### src/rtl/kvpt_pkg.sv
// ----------------------------------------------------------------------------
// kvpt_pkg
// Shared types, character codes and status codes for the key=value tokenizer.
// ----------------------------------------------------------------------------
package kvpt_pkg;

  // width of the internal byte position counters (8 to 32)
  localparam int OFFSET_WIDTH = 16;
  // width of the offset and length fields on the result port
  localparam int OUT_W        = 16;

  localparam logic [OFFSET_WIDTH-1:0] OFFSET_MAX = '1;

  // character codes
  localparam logic [7:0] CH_NUL = 8'h00;
  localparam logic [7:0] CH_NL  = 8'h0a;
  localparam logic [7:0] CH_CR  = 8'h0d;
  localparam logic [7:0] CH_SP  = 8'h20;
  localparam logic [7:0] CH_TAB = 8'h09;
  localparam logic [7:0] CH_EQ  = 8'h3d;

  // register indexes of the configuration port
  localparam logic REG_PAIR_SEP = 1'b0;
  localparam logic REG_MSG_TERM = 1'b1;

  // status codes
  localparam logic [1:0] ST_OK   = 2'd0;
  localparam logic [1:0] ST_NUL  = 2'd1;
  localparam logic [1:0] ST_LONG = 2'd2;

  // one result beat
  typedef struct packed {
    logic [OUT_W-1:0] key_offset;
    logic [OUT_W-1:0] key_length;
    logic [OUT_W-1:0] value_offset;
    logic [OUT_W-1:0] value_length;
    logic             pair_present;
    logic             message_end;
    logic [OUT_W-1:0] end_offset;
    logic [1:0]       status;
  } result_t;

  // space, tab, newline, vertical tab, form feed, carriage return
  function automatic logic is_white(input logic [7:0] c);
    return (c == CH_SP) || (c >= CH_TAB && c <= CH_CR);
  endfunction

endpackage

### src/rtl/key_value_pair_tokenizer_top.sv
// ----------------------------------------------------------------------------
// key_value_pair_tokenizer_top
// Scans a message byte by byte and reports key=value pairs as offsets and
// lengths, plus message end and error status.
// ----------------------------------------------------------------------------
//  channel | direction | handshake        | payload
//  in      | sink      | in_valid/in_stall | data_byte
//  out     | source    | out_valid/out_stall | key_offset .. status
//  cfg     | sink      | cfg_write        | cfg_index, cfg_data
//
// One byte is accepted per cycle while in_stall is low; its result (if any) is
// registered into the output register, or into the skid buffer when the
// output register is held by out_stall; the scan state is a single register stage.
// A one-entry skid buffer behind the output register absorbs one result
// while out_stall is high; in_stall rises only while that buffer is full.
// Synchronous active-high reset clears the scan state, both output entries
// and loads pair_separator = newline and message_terminator = NUL.
// ----------------------------------------------------------------------------
module key_value_pair_tokenizer_top
  import kvpt_pkg::*;
(
  input  logic             clk,
  input  logic             rst,
  // configuration
  input  logic             cfg_write,
  input  logic             cfg_index,
  input  logic [7:0]       cfg_data,
  // input bytes
  input  logic             in_valid,
  output logic             in_stall,
  input  logic [7:0]       data_byte,
  // results
  output logic             out_valid,
  input  logic             out_stall,
  output logic [OUT_W-1:0] key_offset,
  output logic [OUT_W-1:0] key_length,
  output logic [OUT_W-1:0] value_offset,
  output logic [OUT_W-1:0] value_length,
  output logic             pair_present,
  output logic             message_end,
  output logic [OUT_W-1:0] end_offset,
  output logic [1:0]       status
);

  // configuration registers
  logic [7:0] pair_sep;
  logic [7:0] msg_term;

  // scan state
  logic [OFFSET_WIDTH-1:0] pos;
  logic [OFFSET_WIDTH-1:0] kstart;
  logic                    key_started;
  logic [OFFSET_WIDTH-1:0] vstart;
  logic                    eq_seen;
  logic [7:0]              prev;

  logic [OFFSET_WIDTH-1:0] pos_next;
  logic [OFFSET_WIDTH-1:0] kstart_next;
  logic                    key_started_next;
  logic [OFFSET_WIDTH-1:0] vstart_next;
  logic                    eq_seen_next;
  logic [7:0]              prev_next;

  // output register and skid buffer
  result_t out_q;
  result_t skid_q;
  logic    skid_valid;
  result_t res;
  logic    has_res;

  logic in_accept;
  logic out_take;

  assign in_stall  = skid_valid;
  assign in_accept = in_valid && !in_stall;
  assign out_take  = out_valid && !out_stall;

  // byte classification
  logic term_space;
  logic last;
  logic skip;
  logic nul_err;
  logic at_max;
  logic nl_end;

  assign term_space = (msg_term != CH_NL) && is_white(msg_term);
  assign last       = (data_byte == msg_term);
  assign skip       = !term_space && !eq_seen && !last && is_white(data_byte);
  assign nul_err    = (msg_term != CH_NUL) && (data_byte == CH_NUL);
  assign at_max     = (pos >= OFFSET_MAX);
  assign nl_end     = (msg_term == CH_NL && last) || (pair_sep == CH_NL);

  // pair arithmetic
  logic [OFFSET_WIDTH-1:0] kstart_eff;
  logic [OFFSET_WIDTH-1:0] pos_inc;
  logic [OFFSET_WIDTH-1:0] klen;
  logic [OFFSET_WIDTH-1:0] vlen_raw;
  logic                    strip_cr;
  logic [OFFSET_WIDTH-1:0] vlen;

  assign kstart_eff = key_started ? kstart : pos;
  assign pos_inc    = pos + OFFSET_WIDTH'(1);
  assign klen       = vstart - OFFSET_WIDTH'(1) - kstart_eff;
  assign vlen_raw   = pos - vstart;
  assign strip_cr   = nl_end && (pos != '0) && (prev == CH_CR) && (vlen_raw != '0);
  assign vlen       = strip_cr ? vlen_raw - OFFSET_WIDTH'(1) : vlen_raw;

  // next scan state and result for the byte on the input
  always_comb begin
    logic new_msg;
    new_msg          = 1'b0;
    res              = '0;
    has_res          = 1'b0;
    pos_next         = pos;
    kstart_next      = kstart;
    key_started_next = key_started;
    vstart_next      = vstart;
    eq_seen_next     = eq_seen;
    prev_next        = prev;

    priority if (at_max) begin
      res.status = ST_LONG;
      has_res    = 1'b1;
      new_msg    = 1'b1;
    end else if (skip) begin
      pos_next  = pos_inc;
      prev_next = data_byte;
    end else begin
      kstart_next      = kstart_eff;
      key_started_next = 1'b1;
      priority if (nul_err) begin
        res.status = ST_NUL;
        has_res    = 1'b1;
        new_msg    = 1'b1;
      end else if (data_byte == CH_EQ) begin
        vstart_next  = pos_inc;
        eq_seen_next = 1'b1;
        pos_next     = pos_inc;
        prev_next    = data_byte;
      end else begin
        // pair boundary
        if (data_byte == pair_sep || last) begin
          if (eq_seen) begin
            res.key_offset   = OUT_W'(kstart_eff);
            res.key_length   = OUT_W'(klen);
            res.value_offset = OUT_W'(vstart);
            res.value_length = OUT_W'(vlen);
            res.pair_present = 1'b1;
            has_res          = 1'b1;
          end
          key_started_next = 1'b0;
          eq_seen_next     = 1'b0;
          kstart_next      = '0;
          vstart_next      = '0;
        end
        if (last) begin
          res.message_end = 1'b1;
          res.end_offset  = OUT_W'(pos_inc);
          has_res         = 1'b1;
          new_msg         = 1'b1;
        end else begin
          pos_next  = pos_inc;
          prev_next = data_byte;
        end
      end
    end

    if (new_msg) begin
      pos_next         = '0;
      kstart_next      = '0;
      key_started_next = 1'b0;
      vstart_next      = '0;
      eq_seen_next     = 1'b0;
      prev_next        = '0;
    end
  end

  // configuration and scan state registers
  always_ff @(posedge clk) begin
    if (rst) begin
      pair_sep    <= CH_NL;
      msg_term    <= CH_NUL;
      pos         <= '0;
      kstart      <= '0;
      key_started <= 1'b0;
      vstart      <= '0;
      eq_seen     <= 1'b0;
      prev        <= '0;
    end else begin
      if (cfg_write) begin
        unique case (cfg_index)
          REG_PAIR_SEP: pair_sep <= cfg_data;
          REG_MSG_TERM: msg_term <= cfg_data;
          default:      pair_sep <= pair_sep;
        endcase
      end
      if (in_accept) begin
        pos         <= pos_next;
        kstart      <= kstart_next;
        key_started <= key_started_next;
        vstart      <= vstart_next;
        eq_seen     <= eq_seen_next;
        prev        <= prev_next;
      end
    end
  end

  // output register with skid buffer
  always_ff @(posedge clk) begin
    if (rst) begin
      out_valid  <= 1'b0;
      skid_valid <= 1'b0;
    end else begin
      if (out_take || !out_valid) begin
        if (skid_valid) begin
          out_valid  <= 1'b1;
          skid_valid <= 1'b0;
        end else begin
          out_valid <= in_accept && has_res;
        end
      end else if (in_accept && has_res) begin
        skid_valid <= 1'b1;
      end
    end
  end

  always_ff @(posedge clk) begin
    if (out_take || !out_valid) begin
      if (skid_valid) begin
        out_q <= skid_q;
      end else begin
        out_q <= res;
      end
    end else if (in_accept && has_res) begin
      skid_q <= res;
    end
  end

  assign key_offset   = out_q.key_offset;
  assign key_length   = out_q.key_length;
  assign value_offset = out_q.value_offset;
  assign value_length = out_q.value_length;
  assign pair_present = out_q.pair_present;
  assign message_end  = out_q.message_end;
  assign end_offset   = out_q.end_offset;
  assign status       = out_q.status;

endmodule

### config.mk
export PLATFORM = sky130hd
export DESIGN_NAME = key_value_pair_tokenizer_top
export DESIGN_NICKNAME = d
export VERILOG_FILES = /design/src/rtl/kvpt_pkg.sv /design/src/rtl/key_value_pair_tokenizer_top.sv
export SDC_FILE = /design/constraint.sdc
export NUM_CORES = 1
export LEC_CHECK = 0
export ABC_AREA = 1
export BUFFER_PORTS_ARGS = -buffer_cell sky130_fd_sc_hd__buf_2
export CORE_MARGIN = 1.5
export CORE_UTILIZATION = 35
export CTS_BUF_LIST = sky130_fd_sc_hd__clkbuf_8
export DETAILED_ROUTE_END_ITERATION = 12
export PLACE_DENSITY = 0.53
export SLEW_MARGIN = 5
export SYNTH_ARGS = -nofsm -noshare
export SYNTH_HDL_FRONTEND = slang
export SYNTH_SLANG_ARGS = --single-unit
### constraint.sdc
create_clock -name clk -period 19.2 [get_ports clk]
set_input_delay 3.84 -clock clk [delete_from_list [all_inputs] [get_ports clk]]
set_output_delay 3.84 -clock clk [all_outputs]
set_load 0.01 [all_outputs]
### Word-level counts from Yosys, hierarchy flattened

Cells that the tools add are included.

| storage, ports and cells | value |
|---|---|
| memory bits (writable) | 0 |
| memory bits (read-only) | 0 |
| input port bits | 22 |
| latch bits | 0 |
| logic and storage cells | 150 |
| output and inout bits | 86 |
| register bits after elaboration | 244 |
| memories kept | 0 |

| operators by class | value |
|---|---|
| bitwise logic cells | 2 |
| muxes and demuxes | 61 |
| $add $sub $neg | 5 |
| magnitude comparators | 5 |
| multiply operators | 0 |
| shift operators | 0 |
| eq/ne operators | 14 |
| div/mod/pow operators | 0 |
| reductions and logical operators | 37 |

Operators by type and width:

| kind | number |
|---|---|
| $mux 16 | 20 |
| $mux 82 | 3 |
| $mux 84 | 2 |
| $mux 65 | 2 |
| $mux 8 | 6 |
| $reduce_bool 16->1 | 2 |
| $sub 16x1->16 const B | 2 |
| $sub 16x16->16 | 2 |
| $mux 1 | 26 |
| $eq 8x4->1 const B | 3 |
| $eq 8x6->1 const B | 3 |
| $mux 17 | 1 |
| $add 16x1->16 const B | 1 |
| $eq 8x8->1 | 2 |
| $ge 16x16->1 const B | 1 |
| $ge 8x4->1 const B | 2 |
| $le 8x4->1 const B | 2 |
| $logic_and 1x1->1 | 14 |
| $logic_not 8->1 | 1 |
| $ne 8x4->1 const B | 1 |
| $reduce_bool 8->1 | 1 |
| $logic_not 1->1 | 6 |
| $ne 2x1->1 const B | 3 |
| $reduce_and 2->1 | 3 |
| 10 further kinds | 15 |

### Depth between registers and ports, before layout

Gate-level depths: netlist of run 1.

| depth | value |
|---|---|
| depth in word-level cells | 14 |
| gate-level depth with buffers | 21 |

### Worst setup path after synthesis of run 1

Ideal clock, no wire load.

| path | value |
|---|---|
| path type | input -> register |
| start | input port out_stall |
| end | register skid_q[0] in the netlist's numbering (enable) |
| stages on the path | 2 |
| buffers on the path | 0 |
| slack | 9.183 ns |
| library setup time | 0.528 ns |
| data required time | 18.672 ns |
| arrival time | 9.489 ns |
| cell sequence | nand2_1 > nor2_1 |

| on the way | value |
|---|---|
| cells in the longest elaborated chain, start to end | 5 |

Ends and longest elaborated chain:

| what | RTL line | text |
|---|---|---|
| start: declaration | key_value_pair_tokenizer_top.sv:34 | `input logic out_stall,` |
| $logic_not 1->1 | key_value_pair_tokenizer_top.sv:76 | `assign out_take = out_valid && !out_stall;` |
| $logic_and 1x1->1 | key_value_pair_tokenizer_top.sv:76 |  |
| $logic_or 1x1->1 | key_value_pair_tokenizer_top.sv:228 | `if (out_take \|\| !out_valid) begin` |
| $not 1->1 (no line) | -- |  |
| $reduce_and 2->1 (no line) | -- |  |
| end signal: assignment | key_value_pair_tokenizer_top.sv:235 | `skid_q <= res;` |
| end: declaration | key_value_pair_tokenizer_top.sv:66 | `result_t skid_q;` |

No other way between the ends.
A chain may end at the register's enable or synchronous reset.

### Worst setup path after layout of run 1

| path | value |
|---|---|
| start | input port data_byte[0] |
| end | register skid_q[32] in the netlist's numbering (enable) |

| on the way | value |
|---|---|
| cells in the longest elaborated chain, start to end | 10 |
| elaborated cells between the ends (all ways) | 22 |
| classes of those cells | order compare (2); eq/ne (4); mux (6); reduce/logical (10) |

Ends and longest elaborated chain:

| what | RTL line | text |
|---|---|---|
| start: declaration | key_value_pair_tokenizer_top.sv:31 | `input logic [7:0] data_byte,` |
| $eq 8x8->1 (on tied branches) | key_value_pair_tokenizer_top.sv:142, key_value_pair_tokenizer_top.sv:87 |  |
| $logic_or 1x1->1 | key_value_pair_tokenizer_top.sv:142 | `if (data_byte == pair_sep \|\| last) begin` |
| $mux 1 | key_value_pair_tokenizer_top.sv:142 |  |
| $mux 1 | key_value_pair_tokenizer_top.sv:156 | `if (last) begin` |
| $mux 1 | key_value_pair_tokenizer_top.sv:135 | `end else if (data_byte == CH_EQ) begin` |
| $mux 1 | key_value_pair_tokenizer_top.sv:131 | `priority if (nul_err) begin` |
| $mux 1 * | key_value_pair_tokenizer_top.sv:125 | `end else if (skip) begin` |
| $mux 1 * | key_value_pair_tokenizer_top.sv:121 | `priority if (at_max) begin` |
| $logic_and 1x1->1 * | key_value_pair_tokenizer_top.sv:234 | `end else if (in_accept && has_res) begin` |
| $reduce_and 2->1 (no line) * | -- |  |

Every way passes the cells marked *; elsewhere a longest branch is shown, timed or not.

==> results of run 1 <==
[cells in the mapped netlist (all sizes together) (16+ instances only)]
master  instances
o21ai          63
nor3           20
a22oi          16
edfxtp        168
nand2         421
ha             33
nor2          177
clkbuf         37
a21oi          75
nand4          44
dfxtp          76
buf            26
xor2           23
nand3          86
inv           175
[flip-flops by register name, summed over array words and instances (netlist names), 2 cells and up]
| signal | cells |
|---|---|
| key_length | 16 |
| prev | 8 |
| key_offset | 16 |
| pos | 16 |
| status | 2 |
| msg_term | 8 |
| kstart | 16 |
| pair_sep | 8 |
| value_offset | 16 |
| end_offset | 16 |
| skid_q | 84 |
| value_length | 16 |
| vstart | 16 |
[per-layer routing]
| metal | routed length (um) | vias up |
|---|---|---|
| li1 | - | 5240 |
| met1 | 15500 | 4787 |
| met2 | 16300 | 253 |
| met3 | 1690 | 64 |
| met4 | 811 | 0 |
| met5 | 0 | - |
[cells by family after synthesis]
kind of cell / count (synthesis) / share of synthesized area, %
and+or+nand+nor: 788 / 26.7
muxes: 3 / 0.268
AOI/OAI and AO/OA: 182 / 7.97
xor gates and xnor gates: 28 / 1.94
DFF: 244 / 52.0
adders and majority gates: 35 / 3.59
buffers and inverters: 240 / 7.46
[worst max-delay path: stages]
cell,delay (ns)
buf_2,0.14
or2_2,0.31
nor3_1,0.21
nand3_1,0.25
nand3_4,0.19
inv_2,0.13
a21oi_1,0.20
inv_1,0.09
nor2_4,0.77
buf_4,0.69
[power by group]
group | total (mW) | internal, mW | switching (mW)
Sequential | 0.569 | 0.562 | 0.00737
Clock | 0.490 | 0.263 | 0.226
Combinational | 0.0950 | 0.0301 | 0.0649
[cell usage in the layout, fill, tap and decap left out, drive strengths merged, types with 20 or more instances in the layout]
cell type	instances
ha	33
nand4	44
clkbuf	49
nand2	421
xor2	23
a21oi	75
inv	189
nor2	177
dfxtp	76
edfxtp	168
nor3	20
buf	115
o21ai	63
nand3	86
[cell type report]
type	instances	area (sq um)	area share, %
clock inverter	33	200	1.39
inverter	177	668	4.64
timing repair buffer	115	596	4.13
tap	461	577	4.00
sequential	244	6570	45.6
clock buffer	49	674	4.68
multi-input combinational	1036	5130	35.6
[stage by stage]
step           area [sq um]  worst slack (ns)
6_report              14400             12.49
5_1_grt               14400             12.26
2_1_floorplan         12600              9.18
3_3_place_gp          13500             11.97
3_5_place_dp          13500             11.84
4_1_cts               14400             12.47
[worst paths after layout]
check | startpoint | to | cells after the start
max | data_byte[0] | skid_q[32] | 10
min | kstart[1] | kstart[1] | 2
max reg2reg | pos[0] | skid_q[34] | 16
min reg2reg | kstart[1] | kstart[1] | 2
==> impl_metrics.json, run 1 <==
{
  "htreeDepth": 2,
  "yosysTopAreaCellShare_pct": 40.0,
  "antenna_found_initial": 0,
  "synthDistinctLibCells": 47,
  "yosys.area.top_type": "edfxtp_1",
  "clockBufferDepth": 3,
  "use_met3_pct": 3.64,
  "nFillCells": 3702,
  "wirelength_um": 34300,
  "placed_cells": 2033,
  "fin_hold_ws_ns": 0.470,
  "globalRouteMet1Util_pct": 24.6,
  "netlist_area_sq_um": 12600,
  "grt_max_degree": 86,
  "viasPerCell": 4.89,
  "utilization_pct": 40.5,
  "fin_crit_ns": 6.71,
  "maxSlewViolCount": 0,
  "worstSetupStartpointType": "primary input",
  "initial_core_util_pct": 35.5,
  "setup_viol": 0,
  "cts.sinks": 244,
  "core_sq_um": 35600,
  "finClkSkew_ns": 0.0310,
  "cts_resized": 0,
  "grt_pass1_wl_um": 54800,
  "power_leakage_nw": 6.62,
  "clk_latency_ns": 0.58,
  "detailed_place_hpwl_um": 24500,
  "cts_tree": "built",
  "worst_pin_slew_ns": 1.04,
  "portBuffers": 107,
  "hold_viol": 0,
  "antenna_left": 0,
  "path_clk_slew_ns": 0.06,
  "pin_count": 108,
  "die-height_um": 193,
  "setup.worst_path.class": "primary input to flop",
  "required_ns": 19.39,
  "gp_congestion": 0.880,
  "area_delta_synth_final_pct": 14.2,
  "status": "completed",
  "grtUsageMet2_pct": 31.7,
  "finalNonFillerCells": 2115,
  "grt_usage_pct": 19.0,
  "rsz0062_at_grt": "no",
  "synth_seq_cells": 244,
  "busiest_layer": "met2",
  "irDropWorstVdd_v": 0.0000420,
  "cap_viol_max_count": 0,
  "p_total_mw": 1.15,
  "grt_overflow": 0,
  "ys.flop_type": "edfxtp_1",
  "max_freq_ghz": 0.149,
  "wl_per_cell_um": 16.2,
  "synth_area_leaders": "edfxtp_1 40%, nand2_1 12%, dfxtp_1 12%",
  "synth-edff-count": 168,
  "drtIter0Drc": 657,
  "die_x_um": 193,
  "cts_setup_buffers": 0,
  "nets": 1676,
  "drc_errors": 0,
  "num_vias": 10300,
  "cts_hold_buf": 0,
  "dieArea_sq_um": 37200,
  "timing.final.crit_share_pct": 34.9,
  "antenna-diode-count": 0,
  "crit_arrival_ns": 6.90,
  "crit_fanout": 50,
  "root_buffer": "clkbuf_8",
  "r2r_slack_ns": 15.09,
  "relSlewSlack_pct": 30.7,
  "firstDrtPassIters": 5,
  "async_flop_share_pct": 0,
  "seq_area_frac_synth_pct": 52.0,
  "cp-end-kind": "flop",
  "syn-num-nets": 1577,
  "powerDensity_nw_per_um2": 80.1,
  "grt_pass1_vias": 10200,
  "drive_gt1_share_pct": 12.5,
  "hp-class": "flop to flop",
  "synth_warnings": 0,
  "finalSetupTns_ns": 0,
  "fp-row-count": 69,
  "netlist_instances": 1520,
  "avgSynthCellArea_sq_um": 8.30,
  "numCtsBuffers": 45
}
Note: power is estimated with default switching activity, not from simulation.
==> inputs of run 2 (changes only) <==
Clock period 19.2 ns to 6.2 ns, I/O delays scaled along.
==> run 2 against run 1 <==
Net effect:
- flip-flop and latch count is the same
- critical path depth did not move
- highest routed layer unchanged
- hold slack improved by 0.0042 ns
- via count decreased by 0.82%
- combinational power rose to 3.1 times the previous value
- routed wire length fell by 0.56%
- largest cell class unchanged
==> impl_metrics.json, run 2 (same netlist as run 1, synthesis figures left out) <==
{
  "status": "completed",
  "cp-end-kind": "flop",
  "cpPeakStageDelay_ns": 0.62,
  "worstSetupStartpoint": "data_byte[0]",
  "hold_depth": 2,
  "r2r_slack_ns": 2.22,
  "num_vias": 10300,
  "worst_pin_slew_ns": 1.11,
  "wl_per_cell_um": 16.1,
  "pin_count": 108,
  "cp_num_buf_inv": 4,
  "fin_crit_ns": 4.00,
  "cts_tree": "built",
  "cp.depth": 10,
  "top_register": "skid_q",
  "nets": 1676,
  "die_x_um": 193,
  "powerDensity_nw_per_um2": 244,
  "antenna-diode-count": 0,
  "grt_pass1_vias": 10100,
  "multi_input_area_sq_um": 5130,
  "relSlewSlack_pct": 26.1,
  "place_worst_setup_slack_ns": 1.61,
  "portBuffers": 107,
  "antenna_left": 0,
  "crit_chain": "buf_2 > or2_2 > nor3_1 > nand3_1 > nand3_4 > inv_2 > a21oi_1 > inv_1 > nor2_4 > buf_4",
  "crit_fanout": 46,
  "r2r_start": "pos[0]",
  "reg2reg_depth": 16,
  "grt_overflow": 0,
  "finalSetupTns_ns": 0,
  "die-height_um": 193,
  "max_freq_ghz": 0.250,
  "utilization_pct": 40.4,
  "power_leakage_nw": 6.63,
  "rsz0062_at_grt": "no",
  "maxSlewViolCount": 0,
  "fin_area_sq_um": 14400,
  "timing.final.crit_share_pct": 64.5,
  "drtIter0Drc": 717,
  "crit_arrival_ns": 4.19,
  "dieArea_sq_um": 37200,
  "drc_errors": 0,
  "cts_resized": 0,
  "nFillCells": 3691,
  "setup_ws_ns": 2.20,
  "gp_congestion": 0.923,
  "cap_viol_max_count": 0,
  "htreeDepth": 2,
  "core_sq_um": 35600,
  "grt_max_degree": 86,
  "grt_pass1_wl_um": 54200,
  "min-delay-start": "kstart[1]",
  "worstSetupStartpointType": "primary input",
  "clk_latency_ns": 0.57,
  "cts_hold_buf": 0,
  "firstDrtPassIters": 6,
  "drive_gt1_share_pct": 12.1,
  "wirelength_um": 34100,
  "setup.worst_path.class": "primary input to flop",
  "initial_core_util_pct": 35.5,
  "fp-row-count": 69,
  "irDropWorstVdd_v": 0.000128,
  "viasPerCell": 4.85,
  "cts.sinks": 244,
  "required_ns": 6.40,
  "root_buffer": "clkbuf_8",
  "antenna_found_initial": 0,
  "hold_viol": 0,
  "regArea_sq_um": 6570,
  "setup_viol": 0,
  "hp-class": "flop to flop",
  "detailed_place_hpwl_um": 24300,
  "layout_common_cells": "417 x nand2_1, 189 x inv_1, 173 x nor2_1",
  "clockBufferDepth": 3,
  "cts_setup_buffers": 0,
  "area_delta_synth_final_pct": 14.0,
  "layout_commonest_cell": "nand2_1",
  "dpl_cell_area_sq_um": 13500,
  "finClkSkew_ns": 0.0188,
  "largest_reg_flops": 84,
  "grt_usage_pct": 18.7,
  "path_clk_slew_ns": 0.06,
  "critPathTopFamily": "simple AND/OR/NAND/NOR gates",
  "numCtsBuffers": 45,
  "slowest_stage": "buf_4"
}
run 2: final cells by class:
class	count	area share, %
Sequential cell	244	45.6
Multi-Input combinational cell	1036	35.6
Clock buffer	50	4.78
Inverter	177	4.64
Timing Repair Buffer	115	4.14
Tap cell	461	4.01
Clock inverter	33	1.13
run 2: power breakdown:
group / switching [mW] / internal (mW)
registers: 0.0193 / 1.74
clock network: 0.676 / 0.779
logic: 0.202 / 0.0928
total: 0.897 / 2.61
run 2: worst paths after layout:
kind | to
max reg2reg | skid_q[32]
max | skid_q[5]
min | kstart[1]
min reg2reg | kstart[1]
run 2: worst reg2reg max path, cell delays in order, from the launching register on:
cell	delay [ns]
dfxtp_1	0.41
inv_1	0.16
ha_1	0.26
fa_1	0.39
inv_1	0.19
nand3_1	0.14
nand2_1	0.16
nand2_1	0.06
nand2_1	0.10
nand3_1	0.08
nor2_1	0.27
nand3_1	0.15
nor2_1	0.15
nand3_2	0.44
nand2_1	0.40
inv_1	0.22
a31oi_1	0.24
run 2: metal layers:
| layer | global-route usage (%) | up-vias | wire length (um) |
|---|---|---|---|
| li1 | - | 5243 | - |
| met1 | 24.9 | 4733 | 15900 |
| met2 | 30.6 | 220 | 15600 |
| met3 | 2.91 | 63 | 1570 |
| met4 | 6.89 | 0 | 941 |
| met5 | 0 | - | 0 |
run 2: per-stage QoR:
step	hold WS (ns)	power, mW	cells
2_1_floorplan	0.445	2.00	1520
4_1_cts	0.475	3.56	2116
6_report	0.474	3.51	2116
3_5_place_dp	0.467	2.09	2033
5_1_grt	0.502	3.67	2116
3_3_place_gp	0.461	2.08	2033
==> inputs of run 3 (changes only) <==
Settings changed: ABC_AREA 1 to 0.
Clock period 6.2 ns to 3.72 ns, I/O delays scaled along.
==> run 3 against run 2 <==
Net effect:
- critical path depth rose by 1
- synthesized cell count decreased by 20%
- via count is 7.2% lower
- largest cell class unchanged
- global-route usage decreased by 0.78 points
- clock skew rose by 0.0094 ns
- critical path type is now flop to flop
- utilization grew 1.5 points
==> impl_metrics.json, run 3 <==
{
  "die-height_um": 191,
  "pin_count": 108,
  "synth-edff-count": 168,
  "syn-num-nets": 1277,
  "clk_latency_ns": 0.56,
  "wl_per_cell_um": 17.7,
  "r2r_slack_ns": 0.18,
  "root_buffer": "clkbuf_8",
  "nets": 1430,
  "ys.flop_type": "edfxtp_1",
  "grt_max_degree": 82,
  "synth_fa_ha_area_share_pct": 3.66,
  "timing.final.crit_share_pct": 95.1,
  "gp_congestion": 0.878,
  "hp-class": "primary input to flop",
  "grt_overflow": 0,
  "synth_top_family_by_area": "simple AND/OR/NAND/NOR gates",
  "cap_viol_max_count": 0,
  "netlist_area_sq_um": 12400,
  "antenna_found_initial": 0,
  "worstSetupStartpointType": "flop",
  "worst_pin_slew_ns": 0.927,
  "async_flop_share_pct": 0,
  "hold_viol": 0,
  "relSlewSlack_pct": 38.2,
  "die_x_um": 191,
  "layout_common_cells": "168 x edfxtp_1, 146 x nand2_1, 139 x nor2_1",
  "antenna_left": 0,
  "min-delay-start": "cfg_data[3]",
  "fin_crit_ns": 3.54,
  "slowest_stage": "or4_4",
  "yosysMostFrequentCell": "edfxtp_1",
  "numCtsBuffers": 44,
  "path_clk_slew_ns": 0.06,
  "irDropWorstVdd_v": 0.000224,
  "avgSynthCellArea_sq_um": 10.2,
  "required_ns": 3.98,
  "holdPathEnd": "pair_sep[3]",
  "fp-row-count": 68,
  "htreeDepth": 2,
  "top_register": "skid_q",
  "synth-compound-area-share_pct": 13.6,
  "r2r_start": "vstart[2]",
  "num_vias": 9516,
  "synth_warnings": 0,
  "synth-xor-area-share_pct": 4.45,
  "utilization_pct": 42.0,
  "seq_area_frac_synth_pct": 53.0,
  "setup.worst_path.class": "flop to flop",
  "yosys.area.top_type": "edfxtp_1",
  "viasPerCell": 5.12,
  "drive_gt1_share_pct": 21.0,
  "initial_core_util_pct": 35.7,
  "portBuffers": 107,
  "drc_errors": 0,
  "cp-end-kind": "flop",
  "cts_hold_buf": 0,
  "p_total_mw": 5.50,
  "powerDensity_nw_per_um2": 377,
  "synth_area_leaders": "edfxtp_1 41%, dfxtp_1 12%, nand2_1 4.5%",
  "maxSlewViolCount": 0,
  "crit_chain": "inv_1 > ha_1 > nor2b_2 > o21ai_1 > or2b_2 > xor2_1 > or4_4 > or3_1 > nor4_1 > xor2_1 > o31ai_1",
  "cts_tree": "built",
  "r2r-end": "value_length[12]",
  "muxShareOfSynthArea_pct": 2.20,
  "detailed_place_hpwl_um": 23500,
  "wirelength_um": 33000,
  "cts_setup_buffers": 0,
  "antenna-diode-count": 0,
  "rsz0062_at_grt": "yes",
  "power_leakage_nw": 5.72,
  "netlist_instances": 1220,
  "clockBufferDepth": 3,
  "max_freq_ghz": 0.283,
  "synth_commonest_cells": "168 x edfxtp_1, 147 x nand2_1, 139 x nor2_1",
  "drtIter0Drc": 658,
  "setup_viol": 0,
  "cpPeakStageDelay_ns": 0.57,
  "reg2reg_depth": 11,
  "largest_reg_flops": 84,
  "hold_depth": 3,
  "nFillCells": 3451,
  "layout_commonest_cell": "edfxtp_1",
  "grt_pass1_wl_um": 50800,
  "crit_top_cell": "xor2_1",
  "synth_seq_cells": 244,
  "area_delta_synth_final_pct": 17.7,
  "grt_usage_pct": 17.9,
  "synthSimpleGateAreaFrac_pct": 18.9,
  "status": "completed",
  "dieArea_sq_um": 36500,
  "crit_fanout": 5,
  "crit_arrival_ns": 3.80,
  "grt_pass1_vias": 8849,
  "firstDrtPassIters": 5,
  "synthDistinctLibCells": 81,
  "yosysTopAreaCellShare_pct": 40.7,
  "core_sq_um": 34700,
  "cts.sinks": 244,
  "finClkSkew_ns": 0.0282
}
[run 3: cell types whose count changed after synthesis, sizes merged, moves of 27 or more]
cell	before	now
clkbuf	37	69
xnor2	5	38
o21ai	63	24
nor3	20	47
nand2	421	147
nand3	86	37
o31ai	1	69
nand4	44	13
inv	175	29
nor2	177	139
[run 3: per-stage QoR]
step / TNS [ns] / hold slack, ns / setup slack [ns] / cell area [sq um] / instances
after floorplan: 0 / 0.427 / 0.0905 / 12400 / 1220
after global placement: 0 / 0.435 / 0.112 / 13800 / 1782
after detailed placement: 0 / 0.444 / 0.102 / 13800 / 1782
after CTS: 0 / 0.406 / 0.0903 / 14600 / 1860
after global routing: -0.0280 / 0.426 / -0.0147 / 14600 / 1860
final: 0 / 0.434 / 0.181 / 14600 / 1860
[run 3: power by group]
group / internal, mW / switching (mW)
sequential: 2.88 / 0.0154
clock: 1.18 / 1.12
combinational: 0.118 / 0.176
total: 4.18 / 1.31
[run 3: critical path: cells and delay by family (launching register included)]
kind                       cells  cell delay [ns]
and+or+nand+nor                5             1.80
xor gates and xnor gates       2             0.43
DFF                            1             0.36
adders and majority gates      1             0.34
AOI/OAI and AO/OA              2             0.21
buffers and inverters          1             0.10
[run 3: cell type report]
type / instances / area (sq um) / share of cell area (%)
Clock buffer: 44 / 606 / 4.15
Sequential cell: 244 / 6570 / 45.1
Inverter: 29 / 109 / 0.747
Clock inverter: 34 / 188 / 1.29
Tap cell: 455 / 569 / 3.91
Multi-Input combinational cell: 865 / 5350 / 36.7
Timing Repair Buffer: 189 / 1190 / 8.15
[run 3: metal layers]
layer	vias up	GRT usage [%]	wire length [um]
li1	4731	-	-
met1	4486	25.4	15700
met2	246	27.9	14900
met3	53	2.88	1560
met4	0	5.62	823
met5	-	0	0
[run 3: worst max-delay path by stage]
| stage | from | end | cells past startpoint |
|---|---|---|---|
| finish | vstart[2] | value_length[12] | 11 |
| global route | vstart[6] | value_length[1] | 12 |
| CTS | vstart[12] | value_length[6] | 12 |
| detailed placement | data_byte[3] | value_length[11] | 11 |
| global placement | data_byte[3] | value_length[11] | 11 |
| floorplan | data_byte[0] | skid_q[0] | 8 |
[run 3: cell families after synthesis]
family | count (synthesis)
multiplexers | 26
buffers and inverters | 111
AND/OR/NAND/NOR | 488
flip-flops | 244
AO/OA/AOI/OAI | 254
adder cells (fa/ha/maj) | 35
XOR/XNOR | 62
[run 3: what timing repair did]
action,CTS,global route
resized for setup,0,4
endpoints found under the hold margin,0,0
endpoints found under the setup margin,0,18
